===== src/design/b80_pkg.sv =====
// Shared types, constants and lookup functions for the base-80 text decoder.
// No dependencies; imported by b80_emit and base80_text_decoder.
package b80_pkg;

    localparam int CHAR_W          = 8;
    localparam int CODE_W          = 8;
    localparam int RADIX           = 80;
    localparam int DIGITS_PER_GROUP = 19;
    localparam int BYTES_PER_GROUP = 15;
    localparam int GROUP_W         = 121;
    localparam int BURST_W         = BYTES_PER_GROUP * 8;
    localparam int COUNT_W         = $clog2(DIGITS_PER_GROUP + 1);
    localparam int LEFT_W          = $clog2(BYTES_PER_GROUP + 1);

    localparam logic [CODE_W-1:0] CODE_ERROR = 8'hff;
    localparam logic [CODE_W-1:0] CODE_SPACE = 8'hfe;

    // Result kinds as carried on the result channel.
    typedef enum logic [1:0] {
        KIND_BYTE  = 2'd0,
        KIND_END   = 2'd1,
        KIND_ERROR = 2'd2
    } kind_t;

    // Request from the group stage to the result serialiser.
    typedef struct packed {
        logic               load;
        logic [LEFT_W-1:0]  count;
        logic [BURST_W-1:0] value;
        kind_t              kind;
        logic               done;
    } burst_req_t;

    // Map one character to its digit value, or to the space or error code.
    function automatic logic [CODE_W-1:0] b80_char_code(input logic [CHAR_W-1:0] ch);
        logic [CODE_W-1:0] code;
        unique case (ch) inside
            8'h21:          code = 8'd0;
            8'h24:          code = 8'd1;
            8'h28:          code = 8'd2;
            8'h29:          code = 8'd3;
            8'h2b:          code = 8'd4;
            8'h2c:          code = 8'd5;
            8'h2d:          code = 8'd6;
            [8'h30:8'h39]:  code = ch - 8'd41;
            8'h3b:          code = 8'd17;
            8'h3d:          code = 8'd18;
            8'h40:          code = 8'd19;
            [8'h41:8'h5a]:  code = ch - 8'd45;
            8'h5b:          code = 8'd46;
            8'h5d:          code = 8'd47;
            8'h5e:          code = 8'd48;
            8'h5f:          code = 8'd49;
            8'h60:          code = 8'd50;
            [8'h61:8'h7a]:  code = ch - 8'd46;
            8'h7b:          code = 8'd77;
            8'h7d:          code = 8'd78;
            8'h7e:          code = 8'd79;
            8'h09, 8'h0a, 8'h0d, 8'h20: code = CODE_SPACE;
            default:        code = CODE_ERROR;
        endcase
        return code;
    endfunction

    // Number of bytes carried by a group of the given digit count.
    function automatic logic [LEFT_W-1:0] b80_bytes_for(input logic [COUNT_W-1:0] digits);
        logic [LEFT_W-1:0] n;
        unique case (digits)
            5'd0, 5'd1:   n = 4'd0;
            5'd2:         n = 4'd1;
            5'd3:         n = 4'd2;
            5'd4, 5'd5:   n = 4'd3;
            5'd6:         n = 4'd4;
            5'd7:         n = 4'd5;
            5'd8:         n = 4'd6;
            5'd9, 5'd10:  n = 4'd7;
            5'd11:        n = 4'd8;
            5'd12:        n = 4'd9;
            5'd13:        n = 4'd10;
            5'd14, 5'd15: n = 4'd11;
            5'd16:        n = 4'd12;
            5'd17:        n = 4'd13;
            5'd18:        n = 4'd14;
            5'd19:        n = 4'd15;
            default:      n = 4'd0;
        endcase
        return n;
    endfunction

endpackage


===== src/design/b80_emit.sv =====
// Result serialiser: holds one burst of up to fifteen results and hands them
// out one transfer per cycle while m_tready is high. Depends on b80_pkg.
module b80_emit (
    input  logic                aclk,
    input  logic                aresetn,
    input  b80_pkg::burst_req_t req,
    output logic                busy,
    output logic                m_tvalid,
    input  logic                m_tready,
    output logic [7:0]          m_tdata,   // [7:0] data_byte
    output logic                m_tlast,   // run_last
    output logic [2:0]          m_tuser    // [1:0] kind, [2] stream_done
);
    import b80_pkg::*;

    logic                busy_reg, busy_next;
    logic [LEFT_W-1:0]   left_reg, left_next;
    logic [BURST_W-1:0]  value_reg, value_next;
    kind_t               kind_reg, kind_next;
    logic                done_reg, done_next;
    logic [LEFT_W-1:0]   byte_idx;
    logic                last_one;
    logic                can_load;

    // A new burst may load when idle or in the cycle of the last transfer.
    assign can_load = !busy_reg || (m_tready && last_one);

    // Load a new burst when free, count down on each accepted transfer.
    always_comb begin
        busy_next  = busy_reg;
        left_next  = left_reg;
        value_next = value_reg;
        kind_next  = kind_reg;
        done_next  = done_reg;
        if (req.load && can_load) begin
            busy_next  = 1'b1;
            left_next  = req.count;
            value_next = req.value;
            kind_next  = req.kind;
            done_next  = req.done;
        end else if (busy_reg && m_tready) begin
            if (last_one) begin
                busy_next = 1'b0;
            end else begin
                left_next = left_reg - 1'b1;
            end
        end
    end

    always_ff @(posedge aclk) begin
        if (!aresetn) begin
            busy_reg <= 1'b0;
            left_reg <= '0;
            kind_reg <= KIND_BYTE;
            done_reg <= 1'b0;
        end else begin
            busy_reg <= busy_next;
            left_reg <= left_next;
            kind_reg <= kind_next;
            done_reg <= done_next;
        end
    end

    always_ff @(posedge aclk) begin
        value_reg <= value_next;
    end

    // Bytes leave most significant first: the remaining count picks the byte.
    assign byte_idx = left_reg - 1'b1;
    assign last_one = (left_reg == LEFT_W'(1));

    assign busy     = !can_load;
    assign m_tvalid = busy_reg;
    assign m_tdata  = (kind_reg == KIND_BYTE) ? value_reg[byte_idx*8 +: 8] : 8'd0;
    assign m_tlast  = last_one;
    assign m_tuser  = {last_one && done_reg, kind_reg};

    // A marker or error result is always a run of one.
    a_single_marker: assert property (@(posedge aclk) disable iff (!aresetn)
        (m_tvalid && kind_reg != KIND_BYTE) |-> m_tlast)
        else $error("marker or error result is not the last of its run");

    // Without a new burst, the serialiser goes idle right after the last transfer of a run.
    a_idle_after_last: assert property (@(posedge aclk) disable iff (!aresetn)
        (m_tvalid && m_tready && m_tlast && !req.load) |=> !busy_reg)
        else $error("serialiser still busy after the last transfer");

    // A burst never holds more bytes than one group carries.
    a_burst_len: assert property (@(posedge aclk) disable iff (!aresetn)
        busy_reg |-> (left_reg != '0 && left_reg <= LEFT_W'(BYTES_PER_GROUP)))
        else $error("burst length out of range");

endmodule


===== src/design/base80_text_decoder.sv =====
// Base-80 text decoder: input register, group accumulator and result serialiser.
// A character passes the input register, then its first result loads the serialiser and is presented.
// Throughput: one character per cycle; a result-causing character waits while a burst drains.
// A burst of n results takes n accepted transfers; the next burst loads in the cycle of the last transfer.
// Reset (aresetn low, synchronous) empties the input register, the group and the serialiser.
module base80_text_decoder (
    input  logic       aclk,
    input  logic       aresetn,
    input  logic       s_tvalid,
    output logic       s_tready,
    input  logic [7:0] s_tdata,   // [7:0] text_char
    input  logic       s_tlast,   // final_char
    output logic       m_tvalid,
    input  logic       m_tready,
    output logic [7:0] m_tdata,   // [7:0] data_byte
    output logic       m_tlast,   // run_last
    output logic [2:0] m_tuser    // [1:0] kind, [2] stream_done
);
    import b80_pkg::*;

    logic                in_vld_reg;
    logic [CHAR_W-1:0]   in_char_reg;
    logic                in_fin_reg;
    logic [GROUP_W-1:0]  group_reg, group_next;
    logic [COUNT_W-1:0]  cnt_reg, cnt_next;

    logic [CODE_W-1:0]   code;
    logic                is_err, is_space, is_digit;
    logic [COUNT_W-1:0]  cnt_new;
    logic [GROUP_W-1:0]  grp_mul, grp_new;
    logic                full;
    logic                needs_out;
    logic                advance;
    logic [LEFT_W-1:0]   n_bytes;
    logic                emit_busy;
    burst_req_t          req;

    // Input register: one character waits here while it is decoded.
    assign s_tready = !in_vld_reg || advance;

    always_ff @(posedge aclk) begin
        if (!aresetn) begin
            in_vld_reg <= 1'b0;
        end else if (s_tready) begin
            in_vld_reg <= s_tvalid;
        end
    end

    always_ff @(posedge aclk) begin
        if (s_tvalid && s_tready) begin
            in_char_reg <= s_tdata;
            in_fin_reg  <= s_tlast;
        end
    end

    // Decode the character and fold a digit into the group: value*80 + digit.
    always_comb begin
        code     = b80_char_code(in_char_reg);
        is_err   = (code == CODE_ERROR);
        is_space = (code == CODE_SPACE);
        is_digit = !is_err && !is_space;
        grp_mul  = (group_reg << 6) + (group_reg << 4) + GROUP_W'(code);
        grp_new  = is_digit ? grp_mul : group_reg;
        cnt_new  = is_digit ? cnt_reg + 1'b1 : cnt_reg;
        full     = (cnt_new == COUNT_W'(DIGITS_PER_GROUP));
        needs_out = is_err || full || in_fin_reg;
        advance  = in_vld_reg && (!needs_out || !emit_busy);
        n_bytes  = full ? LEFT_W'(BYTES_PER_GROUP) : b80_bytes_for(cnt_new);
    end

    // Build the burst request for the serialiser.
    always_comb begin
        req.load  = in_vld_reg && needs_out && !emit_busy;
        req.value = grp_new[BURST_W-1:0];
        req.done  = is_err || in_fin_reg;
        if (is_err) begin
            req.kind  = KIND_ERROR;
            req.count = LEFT_W'(1);
        end else if (n_bytes == '0) begin
            req.kind  = KIND_END;
            req.count = LEFT_W'(1);
        end else begin
            req.kind  = KIND_BYTE;
            req.count = n_bytes;
        end
    end

    // Group state: cleared whenever a burst is issued, else takes the new value when a character advances.
    always_comb begin
        group_next = group_reg;
        cnt_next   = cnt_reg;
        if (advance) begin
            if (needs_out) begin
                group_next = '0;
                cnt_next   = '0;
            end else begin
                group_next = grp_new;
                cnt_next   = cnt_new;
            end
        end
    end

    always_ff @(posedge aclk) begin
        if (!aresetn) begin
            group_reg <= '0;
            cnt_reg   <= '0;
        end else begin
            group_reg <= group_next;
            cnt_reg   <= cnt_next;
        end
    end

    b80_emit u_emit (
        .aclk     (aclk),
        .aresetn  (aresetn),
        .req      (req),
        .busy     (emit_busy),
        .m_tvalid (m_tvalid),
        .m_tready (m_tready),
        .m_tdata  (m_tdata),
        .m_tlast  (m_tlast),
        .m_tuser  (m_tuser)
    );

    // A partial group never holds a full group's worth of digits.
    a_count_range: assert property (@(posedge aclk) disable iff (!aresetn)
        cnt_reg < COUNT_W'(DIGITS_PER_GROUP))
        else $error("digit count reached a full group without being cleared");

    // A burst is only requested when the serialiser is free.
    a_load_idle: assert property (@(posedge aclk) disable iff (!aresetn)
        req.load |-> !emit_busy)
        else $error("burst requested while the serialiser is busy");

    // An issued burst always leaves the group empty.
    a_group_cleared: assert property (@(posedge aclk) disable iff (!aresetn)
        req.load |=> (cnt_reg == '0 && group_reg == '0))
        else $error("group not cleared after a burst");

endmodule

===== config.mk =====
export PLATFORM = sky130hd
export DESIGN_NAME = base80_text_decoder
export DESIGN_NICKNAME = d
export VERILOG_FILES = /design/src/design/b80_pkg.sv /design/src/design/b80_emit.sv /design/src/design/base80_text_decoder.sv
export SDC_FILE = /design/constraint.sdc
export NUM_CORES = 1
export LEC_CHECK = 0
export ABC_AREA = 1
export BUFFER_PORTS_ARGS = -buffer_cell sky130_fd_sc_hd__buf_2
export CORE_MARGIN = 5
export CORE_UTILIZATION = 60
export CTS_CLUSTER_DIAMETER = 200
export DETAILED_ROUTE_END_ITERATION = 16
export PLACE_DENSITY = 0.76
export SKIP_CTS_REPAIR_TIMING = 1
export SLEW_MARGIN = 20
export SYNTH_ARGS = -nofsm -noshare
export SYNTH_HDL_FRONTEND = slang
export SYNTH_SLANG_ARGS = --single-unit

===== constraint.sdc =====
create_clock -name aclk -period 10.6 [get_ports aclk]
set_clock_uncertainty 0.2 [all_clocks]
set_input_delay 0.53 -clock aclk [delete_from_list [all_inputs] [get_ports aclk]]
set_output_delay 0.53 -clock aclk [all_outputs]
set_load 0.02 [all_outputs]

# --- Word-level counts from Yosys, hierarchy flattened ---
# Memory sizes are Yosys's and may differ from the RTL's.
# Cells that the tools add are included.
totals:
  ff_bits: 263
  rom_bits: 128
  output_inout_bits: 14
  elab_cells: 99
  memories: 1
memory_table:
  columns: ["memory", "words", "width", "rd", "rd_ports_with_merged_regs", "write_ports", "line_no", "text"]
  rows:
  - ["(no name shown)", 32, 4, 1, 0, 0, "b80_pkg.sv:68", "unique case (digits)"]
op_classes:
  n_addsub: 7
  n_lt_le_gt_ge: 6
  n_eq_ne: 27
  n_shift: 1
  mux: 17
  n_reduce_logical: 30
op_table:
  columns: ["op", "count"]
  rows:
  - ["two-way mux 120 bit", 2]
  - ["one-hot mux 8 bit (22 select lines)", 1]
  - ["adder 120 bit", 1]
  - ["adder 120 x 8 -> 120 bit", 1]
  - ["variable part select 120 x 8 -> 8 bit", 1]
  - ["== test 8 x 6 -> 1 bit, second input constant", 10]
  - ["== test 8 x 7 -> 1 bit, second input constant", 9]
  - ["== test 8 x 4 -> 1 bit, second input constant", 3]
  - ["two-way mux 4 bit", 6]
  - ["subtractor 8 x 6 -> 8 bit, second input constant", 3]
  - ["== test 8 bit, second input constant", 2]
  - [">= comparator 8 x 7 -> 1 bit, second input constant", 2]
  - ["less-or-equal comparator 8 x 7 -> 1 bit, second input constant", 2]
  - ["logical AND 1 bit", 12]
  - ["two-way mux 5 bit", 2]
  - [">= comparator 8 x 6 -> 1 bit, second input constant", 1]
  - ["less-or-equal comparator 8 x 6 -> 1 bit, second input constant", 1]
  - ["two-way mux 8 bit", 1]
  - ["logical OR 1 bit", 6]
  - ["adder 5 x 1 -> 5 bit, second input constant", 1]
  - ["== test 5 bit, second input constant", 1]
  - ["zero test 1 bit", 5]
  - ["== test 4 x 1 -> 1 bit, second input constant", 1]
  - ["zero test 4 bit", 1]
  - ["8 further kinds", 13]

# --- Logic depth before layout (Yosys ltp) ---
depth:
  depth_word: 15
  depth_mapped: 34

# --- Cells and area by module ---
# Synthesis repeated with hierarchy kept, for this count alone.
hier_totals:
  hier_cells: 3886
  area_unflattened_um2: 24677.4
by_module_without_submodules:
  columns: ["module", "n_inst", "cells_per_inst", "area_per_inst_um2", "seq_area_each_um2"]
  rows:
  - ["base80_text_decoder", 1, 3362, 19113.3, 2792.7]
  - ["b80_emit", 1, 524, 5564.1, 3763.6]

# --- Least setup slack after synthesis ---
# Ideal clock, no wire load.
synth_timing:
  kind: "register to register"
  start: "register in_char_reg[1]"
  end: "register u_emit.done_reg"
  arrival_time_ns: 5.539
  setup_slack_ns: 4.752
  stages_incl_launch_ff: 21
  period_less_slack_ns: 5.848
  path_cell_list: "edfxtp_1 > inv_1 > ha_1 > inv_1 > nor2_1 > nand3_1 > nand3_1 > nand2_1 > nor2_1 > nand3_1 > nand2_1 > buf_2 > nand2_1 > o21ai_0 > ha_1 > inv_1 > o21ai_2 > nand3_1 > inv_1 > o21ai_0 > a21oi_1"
synth_via:
  elab_chain_len: 13
synth_lines:
  columns: ["element", "line_no", "text"]
  rows:
  - ["start, declared", "base80_text_decoder.sv:22", "logic [CHAR_W-1:0] in_char_reg;"]
  - ["start signal, assigned", "base80_text_decoder.sv:51", "in_char_reg <= s_tdata;"]
  - [">= comparator 8 x 7 -> 1 bit (implied by the code), or another cell as far along", "base80_text_decoder.sv:58", "code = b80_char_code(in_char_reg);"]
  - ["logical AND 1 bit (implied by the code) or OR reduction 4 bit (tied branches)", "base80_text_decoder.sv:58, b80_pkg.sv:37", null]
  - ["one-hot mux 8 bit (22 select lines) *", "b80_pkg.sv:37", "unique case (ch) inside"]
  - ["== test 8 bit, on equally long branches", "base80_text_decoder.sv:59, base80_text_decoder.sv:60", null]
  - ["zero test 1 bit", "base80_text_decoder.sv:61", "is_digit = !is_err && !is_space;"]
  - ["logical AND 1 bit", "base80_text_decoder.sv:61", null]
  - ["two-way mux 5 bit", "base80_text_decoder.sv:64", "cnt_new = is_digit ? cnt_reg + 1'b1 : cnt_reg;"]
  - ["== test 5 bit", "base80_text_decoder.sv:65", "full = (cnt_new == COUNT_W'(DIGITS_PER_GROUP));"]
  - ["logical OR 1 bit (2 in a row)", "base80_text_decoder.sv:66", "needs_out = is_err || full || in_fin_reg;"]
  - ["logical AND 1 bit (2 in a row)", "base80_text_decoder.sv:73", "req.load = in_vld_reg && needs_out && !emit_busy;"]
  - ["logical AND 1 bit", "b80_emit.sv:35", "if (req.load && can_load) begin"]
  - ["end signal, assigned", "b80_emit.sv:60", "done_reg <= done_next;"]
  - ["end, declared", "b80_emit.sv:20", "logic done_reg, done_next;"]
# Mark *: on every way between the ends. The rest lies on a longest branch, timed or not.
# A chain may end at the register's enable or synchronous reset.

# --- Worst setup path in the final report ---
layout_timing:
  start: "register in_char_reg[1]"
  end: "register u_emit.value_reg[32], enable pin"
layout_via:
  elab_chain_len: 13
layout_lines:
  columns: ["element", "line_no", "text"]
  rows:
  - [">= comparator 8 x 7 -> 1 bit (implied by the code), or another cell as far along", "base80_text_decoder.sv:58", null]
  - ["logical AND 1 bit (implied by the code) or OR reduction 4 bit (tied branches)", "base80_text_decoder.sv:58, b80_pkg.sv:37", null]
  - ["one-hot mux 8 bit (22 select lines) *", "b80_pkg.sv:37", null]
  - ["== test 8 bit, on equally long branches", "base80_text_decoder.sv:59, base80_text_decoder.sv:60", null]
  - ["zero test 1 bit", "base80_text_decoder.sv:61", null]
  - ["logical AND 1 bit", "base80_text_decoder.sv:61", null]
  - ["two-way mux 5 bit", "base80_text_decoder.sv:64", null]
  - ["== test 5 bit", "base80_text_decoder.sv:65", null]
  - ["logical OR 1 bit * (2 in a row)", "base80_text_decoder.sv:66", null]
  - ["logical AND 1 bit * (2 in a row)", "base80_text_decoder.sv:73", null]
  - ["logical AND 1 bit *", "b80_emit.sv:35", null]
  - ["end signal, assigned", "b80_emit.sv:65", "value_reg <= value_next;"]
  - ["end, declared", "b80_emit.sv:18", "logic [BURST_W-1:0] value_reg, value_next;"]
# Marks and branches as above.

==> results.ini <==
[logic_synthesis]
synth_compound_area_share_pct=19.4
syn-cell-area_um2=23100
async_flop_share_pct=0
synthXorXnorAreaFrac_pct=2.27
netlist_instances=3503
synth_common_cells=nand2_1, nor2_1, a21oi_1
syn-num-nets=3764
synthFlopType=dfxtp_1
syn_avg_cell_area_um2=6.60
yosysMostFrequentCell=nand2_1
synth-edff-count=129
synth-seq-cells=263
synth_mux_area_share_pct=0.216
synth_top_area_share_pct=16.7
yosys_warnings=0
synth-simple-area-share_pct=27.6
synth_seq_area_share_pct=28.3
yosysTopAreaCell=edfxtp_1
synth.distinct_cells=52
synth_fa_ha_area_share_pct=13.5
synth_top_family_by_area=simple AND/OR/NAND/NOR gates
yosys-top-cells-area=edfxtp_1, nand2_1, ha_1

[clocking]
cts_buffer_depth=3
cts_tree=built
cts-buffers-inserted=30
clock_latency_ps=600
root_buffer=clkbuf_16
h-tree-depth=1
cts.sinks=263
clkTransAtPathRegs_ps=60

[floorplan]
fp.dieH_um=206
ios=27
coreArea_um2=38400
rows=72
die_area_um2=42600
die_width_um=206
start_util_pct=60.3

[timing]
min_period_ps=7280
setup_tns_ps=0
hold_viol_final=0
worst_slew_pin_slew_ps=1520
relSlewSlack_pct=-2.54
post-route-period-util_pct=68.7
clock.fmax_ghz=0.137
slew_viol_final=3
finalSetupViolations=0
setup_ws_ps=3320
rsz0062_at_grt=no

[detailed_routing]
vias=25400
ant_nets=0
firstDrtPassIters=7
post_drt_via_cell_ratio=6.31
drt_wl_total_mm=93.5
drc_errors=0
wl_per_cell_um=23.2
drt_iter0_drc=3773

[critical_path]
critPathBufInv=7
crit_slowest_cell=inv_4
critPathRequiredTime_ps=10600
crit_family=buffers and inverters
setup.worst_path.class=reg -> reg
worstPathMaxFanout=70
cp-start-kind=flop
cp_slowest_stage_delay_ps=810
end_kind=flop
crit_arrival_ps=7290
path_cells=inv_1, ha_1, inv_1, nor2_1, nand3_1, nand3_1, nand2_1, nor2_1, nand3_1, nand2_4, buf_4, xor2_1, inv_1, ha_1, inv_1, o21ai_2, nand3_1, inv_4, buf_4

[cells_and_area]
fillCellCount=3626
synthToLayoutAreaGrowth_pct=6.72
stdcell_count=4036
nets=3755
drive_above_1_share_pct=3.75
utilization_pct=64.3

[placement]
post-place-cells=3971
io_buffers=26
gp_congestion=1.17
post-place-ws_ps=3450
hpwl_mm=73.6

[power]
p_leak_nw=10.3
peakVddDrop_uv=127
internal_power_mw=1.82
power.switching_mw=0.873
seq_power_share_pct=42.3
power.density_nw_per_um2=109
sw_frac_of_total_pct=32.5
power_frac_comb_pct=19.0
power.share.clock_pct=38.7

[min_path]
hold_path_class=in -> reg

[run]
drv_cap=1

[outcome]
outcome=finished with violations
violations=capacitance limit, slew limit

[global_routing]
grt_pass1_wl_mm=139
antenna_found_initial=2
grt_max_degree=79
grt_pass1_vias=23700
gr-total-overflow=0
grt.total_usage_pct=42.7

==> final timing paths <==
kind	depth (start not counted)	slack, ps	to	from
setup / recovery	19	3320	u_emit.value_reg[32]$_DFFE_PN_	in_char_reg[1]$_DFFE_PP_
hold / removal	3	20	in_vld_reg$_SDFFE_PN0N_	s_tvalid
setup reg to reg	19	3320	u_emit.value_reg[32]$_DFFE_PN_	in_char_reg[1]$_DFFE_PP_
hold reg to reg	2	270	group_reg[116]$_SDFFE_PN0P_	group_reg[116]$_SDFFE_PN0P_
==> through the flow <==
stage,power [mW],hold WS (ps),area (µm²)
after floorplan,1.44,244,23100
after global placement,1.63,253,23600
after detailed placement,1.64,263,23600
after CTS,2.66,-94.9,24600
after global routing,2.76,55.3,24700
final,2.69,23.3,24700
==> power by group through the flow <==
stage	clock, mW	sequential [mW]	combinational, mW
2_1_floorplan	0	1.15	0.297
3_3_place_gp	0	1.16	0.472
3_5_place_dp	0	1.16	0.481
4_1_cts	1.04	1.14	0.485
5_1_grt	1.09	1.14	0.536
6_report	1.04	1.14	0.511
==> cell usage in the layout (no fill, tap or decap), drive strengths merged, types with 7 or more instances in the layout <==
| cell | netlist | layout |
|---|---|---|
| nand2 | 878 | 878 |
| nand4 | 35 | 35 |
| nor2 | 447 | 447 |
| dlygate4sd3 | 0 | 9 |
| dfxtp | 134 | 134 |
| a311oi | 9 | 9 |
| o21ai | 294 | 294 |
| a21o | 12 | 12 |
| edfxtp | 129 | 129 |
| a31oi | 10 | 10 |
| or2 | 23 | 23 |
| a22oi | 7 | 7 |
| clkinv | 2 | 11 |
| nor3 | 29 | 29 |
| nand3b | 8 | 8 |
| ha | 245 | 245 |
| nand3 | 149 | 149 |
| a221oi | 7 | 7 |
| o22ai | 15 | 15 |
| o211ai | 7 | 7 |
| inv | 416 | 414 |
| nor4 | 7 | 7 |
| o21bai | 15 | 15 |
| xor2 | 24 | 24 |
| o21a | 18 | 18 |
| clkbuf | 61 | 44 |
| xnor2 | 36 | 36 |
| buf | 32 | 43 |
| a21oi | 419 | 419 |
| a21boi | 7 | 7 |
==> final cells by class <==
| class | count | area (µm²) | share of cell area, % |
|---|---|---|---|
| diodes | 1 | 2.50 | 0.0101 |
| clock buffers | 44 | 865 | 3.50 |
| clock inverters | 11 | 92.6 | 0.375 |
| inverters | 418 | 1580 | 6.39 |
| multi-input cells | 2729 | 14600 | 59.1 |
| flip-flops and latches | 263 | 6560 | 26.6 |
| well taps | 518 | 648 | 2.63 |
| repair buffers | 52 | 348 | 1.41 |
==> logic make-up (layout without fill, tap and decap cells) <==
kind of cell / Yosys count / in the layout
simple gates: 1583 / 1583
other cells: 0 / 1
flops: 263 / 263
compound gates: 833 / 833
xor+xnor: 60 / 60
buf+inv: 511 / 525
fa+ha+maj: 248 / 248
mux: 5 / 5
==> metal layers <==
metal,GRT usage [%],vias up,wire length [µm]
met4,22.3,0,6260
met1,56.6,11600,35800
met2,63.2,1786,38000
li1,-,11700,-
met3,12.5,339,13500
met5,0,-,0
==> worst register-to-register path: cells and delay by family (launching register included) <==
family / cells / cell delay [ps]
fa+ha+maj: 2 / 460
flops: 1 / 470
compound gates: 1 / 240
buf+inv: 7 / 3000
simple gates: 8 / 2150
xor+xnor: 1 / 290
No activity file was read; power rests on OpenSTA's default activity.
